### config.mk
export PLATFORM = sky130hd
export DESIGN_NAME = pclm_ctrl
export DESIGN_NICKNAME = d
export VERILOG_FILES = /design/src/rtl/core/pooled_cursor_list_manager_core_defines.svh /design/src/rtl/core/pclm_pkg.sv /design/src/rtl/core/pclm_ctrl.sv
export SDC_FILE = /design/constraint.sdc
export NUM_CORES = 1
export LEC_CHECK = 0
export ABC_CLOCK_PERIOD_IN_PS = 2600
export BUFFER_PORTS_ARGS = -buffer_cell sky130_fd_sc_hd__buf_2
export CAP_MARGIN = 30
export CORE_AREA = 2 2 39 41
export DETAILED_ROUTE_END_ITERATION = 16
export DIE_AREA = 0 0 41 43
export PLACE_DENSITY = 0.46
export SETUP_SLACK_MARGIN = 0.2
export SLEW_MARGIN = 20
export SYNTH_ARGS = -nofsm -noshare
export SYNTH_HDL_FRONTEND = slang
export SYNTH_SLANG_ARGS = --single-unit
### constraint.sdc
create_clock -name clk -period 2.6 [get_ports clk]
set_input_delay 0 -clock clk [delete_from_list [all_inputs] [get_ports clk]]
set_output_delay 0 -clock clk [all_outputs]
set_load 0.03 [all_outputs]
### src/rtl/core/pooled_cursor_list_manager_core_defines.svh
// Assertion macros used by the pooled cursor list manager datapath.
`ifndef POOLED_CURSOR_LIST_MANAGER_CORE_DEFINES_SVH
`define POOLED_CURSOR_LIST_MANAGER_CORE_DEFINES_SVH
// Implication checked at every clock edge outside reset.
`define PCLM_ASSERT_IMP(label, ante, cons) \
  label: assert property (@(posedge clk) disable iff (rst) (ante) |-> (cons)) \
    else $error("pclm implication check failed");
// Invariant checked at every clock edge outside reset.
`define PCLM_ASSERT_HOLDS(label, expr) \
  label: assert property (@(posedge clk) disable iff (rst) (expr)) \
    else $error("pclm invariant check failed");
`endif

### src/rtl/core/pclm_pkg.sv
// Types, codes and constants of the pooled cursor list manager.
`default_nettype none
package pclm_pkg;
  localparam int unsigned NODES_DEF = 256;
  localparam int unsigned HEADS = 16;
  localparam int unsigned HID_W = 4;
  localparam int unsigned HEAD_W = 5;
  localparam int unsigned ITEM_W = 32;
  localparam int unsigned CNT_W = 9;

  localparam logic [3:0] CMD_CREATE = 4'd0;
  localparam logic [3:0] CMD_COUNT = 4'd1;
  localparam logic [3:0] CMD_FIRST = 4'd2;
  localparam logic [3:0] CMD_LAST = 4'd3;
  localparam logic [3:0] CMD_NEXT = 4'd4;
  localparam logic [3:0] CMD_PREV = 4'd5;
  localparam logic [3:0] CMD_CURR = 4'd6;
  localparam logic [3:0] CMD_INS_AFTER = 4'd7;
  localparam logic [3:0] CMD_INS_BEFORE = 4'd8;
  localparam logic [3:0] CMD_APPEND = 4'd9;
  localparam logic [3:0] CMD_PREPEND = 4'd10;
  localparam logic [3:0] CMD_REMOVE = 4'd11;
  localparam logic [3:0] CMD_TRIM = 4'd12;
  localparam logic [3:0] CMD_CONCAT = 4'd13;
  localparam logic [3:0] CMD_FREE = 4'd14;

  localparam logic [1:0] ST_OK = 2'd0;
  localparam logic [1:0] ST_POOL_EMPTY = 2'd1;
  localparam logic [1:0] ST_NO_HEAD = 2'd2;
  localparam logic [1:0] ST_NONE = 2'd3;

  localparam logic [1:0] SIDE_IN = 2'd0;
  localparam logic [1:0] SIDE_BEFORE = 2'd1;
  localparam logic [1:0] SIDE_AFTER = 2'd2;

  localparam logic [1:0] AT_FRONT = 2'd0;
  localparam logic [1:0] AT_BACK = 2'd1;
  localparam logic [1:0] AT_AFTER = 2'd2;
  localparam logic [1:0] AT_BEFORE = 2'd3;

  typedef struct packed {
    logic [3:0] command;
    logic [HID_W-1:0] list_id;
    logic [HID_W-1:0] other_list;
    logic [ITEM_W-1:0] item;
  } req_t;

  typedef struct packed {
    logic [1:0] status;
    logic [ITEM_W-1:0] item_out;
    logic [HID_W-1:0] handle_out;
    logic [CNT_W-1:0] count;
  } rsp_t;

  typedef struct packed {
    logic init;
    logic capture;
    logic load;
    logic rd1;
    logic rd2;
    logic rd3;
    logic w1;
    logic w2;
    logic commit;
  } ctl_t;

  typedef struct packed {
    logic init_done;
    logic out_busy;
  } stat_t;
endpackage
`default_nettype wire

### src/rtl/core/pclm_ctrl.sv
// Command sequencer of the pooled cursor list manager.
`default_nettype none
module pclm_ctrl (
  input  wire logic           clk,
  input  wire logic           rst,
  input  wire logic           req_valid,
  output logic                req_ready,
  input  wire pclm_pkg::stat_t stat,
  output pclm_pkg::ctl_t      ctl
);
  import pclm_pkg::*;

  localparam logic [3:0] S_INIT = 4'd0;
  localparam logic [3:0] S_IDLE = 4'd1;
  localparam logic [3:0] S_LOAD = 4'd2;
  localparam logic [3:0] S_RD1 = 4'd3;
  localparam logic [3:0] S_RD2 = 4'd4;
  localparam logic [3:0] S_RD3 = 4'd5;
  localparam logic [3:0] S_W1 = 4'd6;
  localparam logic [3:0] S_W2 = 4'd7;
  localparam logic [3:0] S_COMMIT = 4'd8;

  logic [3:0] state;
  logic [3:0] state_next;

  always_comb begin
    state_next = state;
    case (state)
      S_INIT: begin
        if (stat.init_done) state_next = S_IDLE;
      end
      S_IDLE: begin
        if (req_valid) state_next = S_LOAD;
      end
      S_LOAD: state_next = S_RD1;
      S_RD1: state_next = S_RD2;
      S_RD2: state_next = S_RD3;
      S_RD3: state_next = S_W1;
      S_W1: state_next = S_W2;
      S_W2: state_next = S_COMMIT;
      S_COMMIT: begin
        if (!stat.out_busy) state_next = S_IDLE;
      end
      default: state_next = S_IDLE;
    endcase
  end

  always_ff @(posedge clk) begin
    if (rst) begin
      state <= S_INIT;
    end else begin
      state <= state_next;
    end
  end

  assign req_ready = (state == S_IDLE);

  always_comb begin
    ctl = '0;
    ctl.init = (state == S_INIT) && !stat.init_done;
    ctl.capture = (state == S_IDLE) && req_valid;
    ctl.load = (state == S_LOAD);
    ctl.rd1 = (state == S_RD1);
    ctl.rd2 = (state == S_RD2);
    ctl.rd3 = (state == S_RD3);
    ctl.w1 = (state == S_W1);
    ctl.w2 = (state == S_W2);
    ctl.commit = (state == S_COMMIT) && !stat.out_busy;
  end
endmodule
`default_nettype wire

* Word-level counts from Yosys, hierarchy flattened *
Cells that the tools add are included.

operators by class
  equal/unequal tests = 11
  mux-type cells = 4
  reductions and logical operators = 7

operator list
  kind                                                                   number
  4-bit one-hot mux with 9 select lines                                  1
  4-bit by 3-bit equality test with 1-bit output, second input constant  4
  4-bit 2-to-1 mux                                                       3
  4-bit by 2-bit equality test with 1-bit output, second input constant  2
  2-bit != test, second input constant                                   3
  4-bit by 1-bit equality test with 1-bit output, second input constant  1
  4-bit equality test, second input constant                             1
  4-bit zero test                                                        1
  1-bit logical AND                                                      3
  3-bit AND reduction                                                    1
  1-bit zero test                                                        2

storage, ports and cells
  flip-flop bits (word level) = 4
  input port bits = 5
  output and inout port bits = 10
  logic and storage cells = 23

* Depth between registers and ports, before layout *
Gate-level depths: netlist (run 1).

  depth after elaboration = 3
  mapped depth = 4
  gate-level depth less buffers = 3

* Worst setup path before layout (run 1) *
OpenSTA, ideal clock, no wires.

  path kind = register to output
  start = register state[2]
  end = output port ctl[8] (netlist name)
  data arrival time = 1.573 ns
  required time = 2.600 ns
  slack = 1.027 ns
  stages on the path, launching flop included = 4
  path buffers = 1
  cell sequence = dfxtp_1 -> or2_1 -> buf_6 -> nor4_1

RTL lines
  item                    line             RTL
  start, declared         pclm_ctrl.sv:23  logic [3:0] state;
  start signal, assigned  pclm_ctrl.sv:52  state <= state_next;
  end, declared           pclm_ctrl.sv:9   output pclm_pkg::ctl_t ctl

==> results by group, run 1 <==
Run status
  • Status: finished clean

Finish
  • Share of layout cells above drive strength 1: 42.0%
  • Final #Nets: 57
  • # diodes: 0
  • Fin util: 28.9%
  • Max reg flops: 4
  • Biggest regs: state x4
  • Most frequent cells in the layout: buf_2, nor2_1, dfxtp_1, clkbuf_4
  • Area grow syn2layout: 38.5%
  • Reg with most FFs: state
  • Filler cells: 161
  • Commonest non-fill, non-tap cell in the layout: buf_2

GRT
  • Largest net degree at the start of global routing: 9
  • First-pass GRT wire length: 1040 µm
  • Remaining Overflow, GRT: 0
  • Overall Global Routing Usage: 9.22%
  • Initial antenna violation count: 0
  • Vias in the first global route: 268

Worst setup path
  • Kind of critical path: flip-flop to output port
  • Crit path required time: 2.60 ns
  • CP Capture Type: output port
  • Worst setup SP type: flip-flop
  • Crit path DAT: 1.46 ns
  • Max FO, Critical Path: 8

Job
  • Max-cap violations: 0

Logic synthesis
  • Top post-synthesis cells by area: dfxtp_1, a2111oi_4, nor2_1
  • Syn nets: 38
  • Avg Synthesized Cell Area: 8.76 µm²
  • Proportion of netlist area held by the largest area contributor: 27.7%
  • Synthesis Warnings: 0
  • Post-synth top area cell: dfxtp_1
  • Yosys reg bits: 4
  • Sequential fraction of the synthesis area: 27.7%
  • Synth Instances: 33
  • Synth unique cells: 21
  • Synth Cell Area: 289 µm²

Clock network
  • Clk Tree Root Cell: clkbuf_4
  • Worst-Skew Late Latency: 0.23 ns
  • Clock transition at path regs: 0.04 ns
  • CTS Buf Count: 3
  • Post-CTS setup buffers: 0
  • Depth of the CTS H-tree: 1
  • CTS tree: built
  • TritonCTS Sinks: 4
  • Post-cts resize count: 0
  • Max clock buf depth: 2

Power
  • Pleak: 0.186 nW
  • Psw: 0.0000986 W
  • Clock Power Share: 30.0%
  • Part of the power in combinational logic: 37.4%
  • Sw Share: 38.8%
  • Sequential Power Share: 32.6%
  • Cell Pwr Density: 635 mW/mm²
  • Worst VDD drop: 151 µV
  • Internal: 0.000156 W

Timing
  • Fmax: 684 MHz
  • Final setup viols: 0
  • RSZ-0062 raised after global routing: no
  • Final-report hold violation count: 0
  • Min Clock Period, post-route: 1.46 ns
  • Tcrit/Tclk final: 56.2%
  • Clock skew: 0.000344 ns
  • Setup TNS: 0 ns
  • Slew margin rel.: 76.2%
  • Tightest Pin Transition: 0.357 ns
  • Max Slew Vio Count: 0

Drt
  • DRT antenna net count: 0
  • DR WL/cell: 9.88 µm
  • Number of iterations in the first detailed-routing pass: 4
  • Initial DRC count: 4
  • Vias/cell: 4.47
  • DRC Markers: 0
  • WL final: 652 µm
  • Vias post-DR: 295

Floorplan
  • Die H: 43 µm
  • Die X: 41 µm
  • Core Footprint: 0.00138 mm²
  • Site row count: 14
  • Initial Util: 20.9%
  • Die footprint: 0.00176 mm²
  • IO Pins: 15

Placement
  • DPL Wire Length: 551 µm
  • Final GP Congestion: 0.664
  • # port buffers: 14

Worst hold path
  • Hold Path Class: input port to flip-flop
==> final cells by class <==
cell class / count / area, µm² / share of cell area (%)
Sequential cell: 4 / 80.1 / 20.0
Clock buffer: 3 / 22.5 / 5.62
Tap cell: 16 / 20.0 / 5.00
Multi-Input combinational cell: 26 / 190 / 47.5
Inverter: 2 / 7.51 / 1.88
Timing Repair Buffer: 15 / 80.1 / 20.0
==> layer usage <==
layer / GRT usage (%) / part of all wire [%] / vias to the layer above
met1: 8.31 / 40 / 134
met5: 0 / 0 / -
li1: - / - / 153
met2: 14.1 / 53 / 8
met4: 8.00 / 0 / 0
met3: 4.71 / 6.7 / 0
==> cells by family after synthesis <==
| family | share of synthesized area [%] |
|---|---|
| buf+inv | 6.49 |
| flops | 27.7 |
| simple gates | 40.7 |
| compound gates | 22.1 |
| xor+xnor | 3.03 |
==> Yosys cell counts <==
master / instances
o22ai_1: 1
nor4_1: 1
dfxtp_1: 4
nand2_1: 2
xor2_1: 1
or4_1: 1
o31ai_1: 1
inv_1: 2
and2b_1: 1
or2_1: 1
nand2b_1: 1
or2b_1: 1
or4b_4: 1
a2111oi_1: 1
nor3b_2: 1
nor2_1: 7
and2_1: 1
nor3_1: 2
o22ai_2: 1
buf_6: 1
a2111oi_4: 1
==> worst max-delay path, cell delays in order, from the launching register on <==
cell,delay [ns]
dfxtp_1,0.38
or4b_4,0.56
nor2_1,0.09
buf_2,0.20
==> worst paths after layout <==
check            start  endpoint  slack, ns  cells past startpoint
max reg2reg   state[2]  state[1]       1.27                      3
min          req_valid  state[0]       0.11                      3
min reg2reg   state[3]  state[2]       0.52                      1
max           state[0]    ctl[0]       1.14                      3
==> what timing repair did <==
action,CTS,global route
hold buffers,1,0
endpoints found under the hold margin,2,0
endpoints found under the setup margin,0,0
==> metrics by stage <==
stage / instance area [µm²] / hold WS (ns) / total power (W) / std cells / setup slack (ns)
2_1_floorplan: 289 / 0.0695 / 0.000155 / 33 / 1.03
6_report: 400 / 0.109 / 0.000254 / 66 / 1.14
3_5_place_dp: 368 / 0.241 / 0.000179 / 62 / 1.23
4_1_cts: 400 / 0.101 / 0.000262 / 66 / 1.11
5_1_grt: 400 / 0.114 / 0.000280 / 66 / 1.06
3_3_place_gp: 368 / 0.250 / 0.000179 / 62 / 1.25
==> power by group through the flow <==
stage,Sequential [W],Clock [W],Combinational [W]
2_1_floorplan,0.0000815,0,0.0000731
3_3_place_gp,0.0000839,0,0.0000950
3_5_place_dp,0.0000841,0,0.0000953
4_1_cts,0.0000832,0.0000825,0.0000965
5_1_grt,0.0000850,0.0000914,0.000103
6_report,0.0000830,0.0000762,0.0000952
Note: power is estimated with default switching activity, not from simulation.
==> inputs of run 2 (changes only) <==
--- a/config.mk
+++ b/config.mk
@@ -5,7 +5,7 @@
 export SDC_FILE = /design/constraint.sdc
 export NUM_CORES = 1
 export LEC_CHECK = 0
-export ABC_CLOCK_PERIOD_IN_PS = 2600
+export ABC_CLOCK_PERIOD_IN_PS = 1350
 export BUFFER_PORTS_ARGS = -buffer_cell sky130_fd_sc_hd__buf_2
 export CAP_MARGIN = 30
 export CORE_AREA = 2 2 39 41
==> constraint.sdc (replaced) <==
create_clock -name clk -period 1.35 [get_ports clk]
set_input_delay 0 -clock clk [delete_from_list [all_inputs] [get_ports clk]]
set_output_delay 0 -clock clk [all_outputs]
set_load 0.03 [all_outputs]
==> results by group, run 2 (synthesis gave the netlist of run 1 again) <==
Power
  • Internal: 0.000404 W
  • Sequential Power Share: 22.7%
  • Cell Pwr Density: 997 mW/mm²
  • Psw: 0.000248 W
  • Pleak: 0.266 nW
  • Sw Share: 38.1%
  • Part of the power in combinational logic: 54.8%
  • Clock Power Share: 22.5%
  • Worst VDD drop: 438 µV

GRT
  • Largest net degree at the start of global routing: 7
  • First-pass GRT wire length: 1220 µm
  • Vias in the first global route: 298
  • Remaining Overflow, GRT: 0
  • Overall Global Routing Usage: 10.3%
  • Initial antenna violation count: 0

Finish
  • Final #Nets: 67
  • Share of layout cells above drive strength 1: 85.0%
  • Fin util: 47.3%
  • Biggest regs: state x4
  • Most frequent cells in the layout: buf_6, buf_4, nor2_4, buf_2, clkbuf_4
  • Reg with most FFs: state
  • # diodes: 0
  • Commonest non-fill, non-tap cell in the layout: buf_6
  • Max reg flops: 4
  • Area grow syn2layout: 126%

Run status
  • Status: finished, violations left
  • Failing checks: negative setup slack

Clock network
  • Clock transition at path regs: 0.04 ns
  • CTS tree: built
  • TritonCTS Sinks: 4
  • Max clock buf depth: 2
  • Hold buffer count at cts: 0
  • Clk Tree Root Cell: clkbuf_4
  • Depth of the CTS H-tree: 1
  • Worst-Skew Late Latency: 0.23 ns
  • CTS Buf Count: 3

Job
  • Max-cap violations: 0

Placement
  • Final GP Congestion: 0.720
  • # port buffers: 14
  • DPL Wire Length: 577 µm
  • Pre-CTS WS: 0.0824 ns

Timing
  • Setup WS post-layout: -0.00869 ns
  • Final setup viols: 1
  • Fmax: 736 MHz
  • Min Clock Period, post-route: 1.36 ns
  • Tightest Pin Transition: 0.370 ns
  • Clock skew: 0.00500 ns
  • Slew margin rel.: 75.3%
  • Final-report hold violation count: 0
  • RSZ-0062 raised after global routing: yes
  • Tcrit/Tclk final: 101%
  • Max Slew Vio Count: 0
  • Setup TNS: -0.00869 ns

Drt
  • Vias post-DR: 339
  • WL final: 854 µm
  • DR WL/cell: 11.2 µm
  • DRT antenna net count: 0
  • DRC Markers: 0
  • Initial DRC count: 1
  • Vias/cell: 4.46
  • Number of iterations in the first detailed-routing pass: 2

Worst setup path
  • Max FO, Critical Path: 4
  • CP Capture Type: output port
  • Cell Chain, Critical Path: or4b_4 > nor2_4 > buf_6
  • Kind of critical path: flip-flop to output port
  • Worst setup SP type: flip-flop
  • Crit path DAT: 1.36 ns
  • Slowest stage cell, crit path: or4b_4
  • CP max stage delay: 0.55 ns
  • Crit path required time: 1.35 ns

Floorplan
  • IO Pins: 15
  • Die X: 41 µm
  • Die H: 43 µm
  • Die footprint: 0.00176 mm²
  • Initial Util: 20.9%
  • Site row count: 14
  • Core Footprint: 0.00138 mm²

Worst hold path
  • Hold Path Class: input port to flip-flop
[run 2: final cells by class]
type	count	area, µm²
tap	16	20.0
multi-input combinational	26	284
timing repair buffer	25	231
sequential	4	88.8
inverter	2	7.51
fill	131	729
clock buffer	3	22.5
[run 2: what timing repair did]
action / 4_1_cts / 5_1_grt
gates cloned: 0 / 0
buffers inserted: 5 / 2
pin swaps: 3 / 9
endpoints found under the hold margin: 0 / 0
resized for setup: 27 / 16
endpoints found under the setup margin: 13 / 13
[run 2: path summary, 6_finish.rpt]
kind | to | start | depth (start not counted) | slack [ns]
max | ctl[0] | state[0] | 3 | -0.009
min reg2reg | state[1] | state[3] | 3 | 0.63
min | state[3] | rst | 2 | 0.007
max reg2reg | state[3] | state[2] | 4 | 0.03
[run 2: worst max-delay path, delay by kind of cell, from the launching register on]
kind                   cells  cell delay [ns]
buffers and inverters      1             0.13
flip-flops                 1             0.34
AND/OR/NAND/NOR            2             0.65
[run 2: per-stage QoR]
| step | power [W] | instances | cell area (µm²) | hold WS [ns] |
|---|---|---|---|---|
| 2_1_floorplan | 0.000312 | 33 | 314 | 0.0414 |
| 3_3_place_gp | 0.000390 | 66 | 423 | 0.246 |
| 3_5_place_dp | 0.000387 | 66 | 423 | 0.239 |
| 4_1_cts | 0.000637 | 74 | 583 | 0.00113 |
| 5_1_grt | 0.000691 | 76 | 654 | 0.0171 |
| 6_report | 0.000652 | 76 | 654 | 0.00745 |
[run 2: layer usage]
metal / GRT usage, % / part of all wire (%) / vias up
li1: - / - / 176
met1: 12.5 / 42 / 152
met2: 14.4 / 54 / 11
met3: 4.71 / 4.0 / 0
met4: 6.00 / 0 / 0
met5: 0 / 0 / -
[run 2: power by group through the flow]
stage / clock (W) / combinational [W] / sequential [W]
after floorplan: 0 / 0.000150 / 0.000163
after global placement: 0 / 0.000232 / 0.000157
after detailed placement: 0 / 0.000230 / 0.000157
after CTS: 0.000153 / 0.000334 / 0.000150
after global routing: 0.000156 / 0.000384 / 0.000150
final: 0.000147 / 0.000358 / 0.000148
==> inputs of run 3 (changes only) <==
--- a/config.mk
+++ b/config.mk
@@ -5,7 +5,7 @@
 export SDC_FILE = /design/constraint.sdc
 export NUM_CORES = 1
 export LEC_CHECK = 0
-export ABC_CLOCK_PERIOD_IN_PS = 1350
+export ABC_CLOCK_PERIOD_IN_PS = 1600
 export BUFFER_PORTS_ARGS = -buffer_cell sky130_fd_sc_hd__buf_2
 export CAP_MARGIN = 30
 export CORE_AREA = 2 2 39 41
==> constraint.sdc (replaced) <==
create_clock -name clk -period 1.6 [get_ports clk]
set_input_delay 0 -clock clk [delete_from_list [all_inputs] [get_ports clk]]
set_output_delay 0 -clock clk [all_outputs]
set_load 0.03 [all_outputs]
==> results by group, run 3 (synthesis gave the netlist of run 1 again) <==
Timing
  • Tightest Pin Transition: 0.377 ns
  • Clock skew: 0.000558 ns
  • RSZ-0062 raised after global routing: yes
  • Final-report hold violation count: 0
  • Tcrit/Tclk final: 88.4%
  • Min Clock Period, post-route: 1.41 ns
  • Slew margin rel.: 74.9%
  • Final setup viols: 0
  • Setup TNS: 0 ns
  • Fmax: 707 MHz
  • Max Slew Vio Count: 0

Floorplan
  • Initial Util: 20.9%
  • Core Footprint: 0.00138 mm²
  • Die footprint: 0.00176 mm²
  • Die H: 43 µm
  • Die X: 41 µm
  • Site row count: 14
  • IO Pins: 15

GRT
  • First-pass GRT wire length: 1040 µm
  • Initial antenna violation count: 0
  • Remaining Overflow, GRT: 0
  • Overall Global Routing Usage: 9.65%
  • Largest net degree at the start of global routing: 8
  • Vias in the first global route: 254

Drt
  • DR WL/cell: 10.8 µm
  • Number of iterations in the first detailed-routing pass: 3
  • Vias post-DR: 315
  • Vias/cell: 4.50
  • DRT antenna net count: 0
  • WL final: 759 µm
  • DRC Markers: 0
  • Initial DRC count: 2

Power
  • Pleak: 0.212 nW
  • Cell Pwr Density: 987 mW/mm²
  • Worst VDD drop: 330 µV

Worst setup path
  • Worst setup SP type: flip-flop
  • Reg2Reg Setup Slack: 0.22 ns
  • Crit path required time: 1.60 ns
  • Worst r2r src: state[0]
  • Crit path DAT: 1.41 ns
  • Worst r2r path cells: 4
  • CP startpoint: state[0]
  • Crit Reg-Reg Endpoint: state[3]
  • Max FO, Critical Path: 2
  • Kind of critical path: flip-flop to output port
  • Slowest stage cell, crit path: or4b_4
  • CP Capture Type: output port
  • Cell Chain, Critical Path: or4b_4 > nor2_2 > buf_6
  • CP max stage delay: 0.55 ns

Worst hold path
  • Hold Path Depth: 3
  • Sink of the worst hold path: state[0]
  • HP Start: req_valid
  • Hold Path Class: input port to flip-flop

Finish
  • Final #Nets: 61
  • Reg with most FFs: state
  • Filler cells: 156
  • Share of layout cells above drive strength 1: 63.0%
  • Fin cells: 70
  • # diodes: 0
  • Commonest non-fill, non-tap cell in the layout: buf_2
  • Max reg flops: 4
  • Area grow syn2layout: 63.2%
  • Most frequent cells in the layout: buf_2, nor2_1, clkbuf_4, buf_4
  • Biggest regs: state x4

Clock network
  • Clk Tree Root Cell: clkbuf_4
  • Worst-Skew Late Latency: 0.23 ns
  • CTS Buf Count: 3
  • Depth of the CTS H-tree: 1
  • CTS tree: built
  • TritonCTS Sinks: 4
  • Max clock buf depth: 2
  • Clock transition at path regs: 0.03 ns

Placement
  • Final GP Congestion: 0.718
  • # port buffers: 14
  • DP Cell Count: 62
  • DPL Wire Length: 533 µm

Job
  • Max-cap violations: 0

Run status
  • Status: finished clean
[run 3: worst max-delay path by stage]
stage                    end  slack [ns]  cells after the start
floorplan             ctl[0]        0.26                      2
global placement    state[1]        0.23                      3
detailed placement  state[1]        0.23                      3
CTS                   ctl[0]        0.21                      3
global route          ctl[0]        0.15                      3
finish                ctl[0]        0.19                      3
[run 3: layer usage]
metal  share of wire, %  global-route usage [%]
met1                 38                    9.68
met2                 52                    13.1
met3                6.1                    3.14
met4                3.6                    12.0
met5                  0                       0
[run 3: layout make-up]
class	count	area, µm²	share of cell area [%]
multi-input cells	26	215	45.6
repair buffers	19	120	25.5
flip-flops and latches	4	86.3	18.3
clock buffers	3	22.5	4.77
well taps	16	20.0	4.24
inverters	2	7.51	1.59
[run 3: repair_timing]
action                                  in CTS  in global routing
gates cloned                                 0                  0
resized for setup                            5                  6
endpoints found under the setup margin       1                  4
setup buffers                                2                  2
pin swaps                                    2                  3
hold buffers                                 1                  0
hold endpoints to repair                     1                  0
[run 3: metrics by stage]
step	power, W	util [%]	setup slack, ns	hold WS [ns]	area [µm²]
global placement	0.000300	27.2	0.232	0.247	377
finish	0.000466	34.1	0.185	0.105	472
floorplan	0.000258	-	0.262	0.0695	298
detailed placement	0.000299	27.2	0.233	0.243	377
global route	0.000498	34.1	0.153	0.117	472
CTS	0.000440	31.3	0.215	0.0986	433
[run 3: report_power, final]
| group | internal [W] | switching (W) |
|---|---|---|
| Sequential | 0.000116 | 0.0000140 |
| Combinational | 0.0000939 | 0.000123 |
| Clock | 0.0000835 | 0.0000358 |
| Total | 0.000293 | 0.000173 |
[run 3: worst max-delay path, delay by kind of cell (launching register included)]
| kind | cells | cell delay [ns] |
|---|---|---|
| buf+inv | 1 | 0.15 |
| simple gates | 2 | 0.71 |
| flops | 1 | 0.33 |
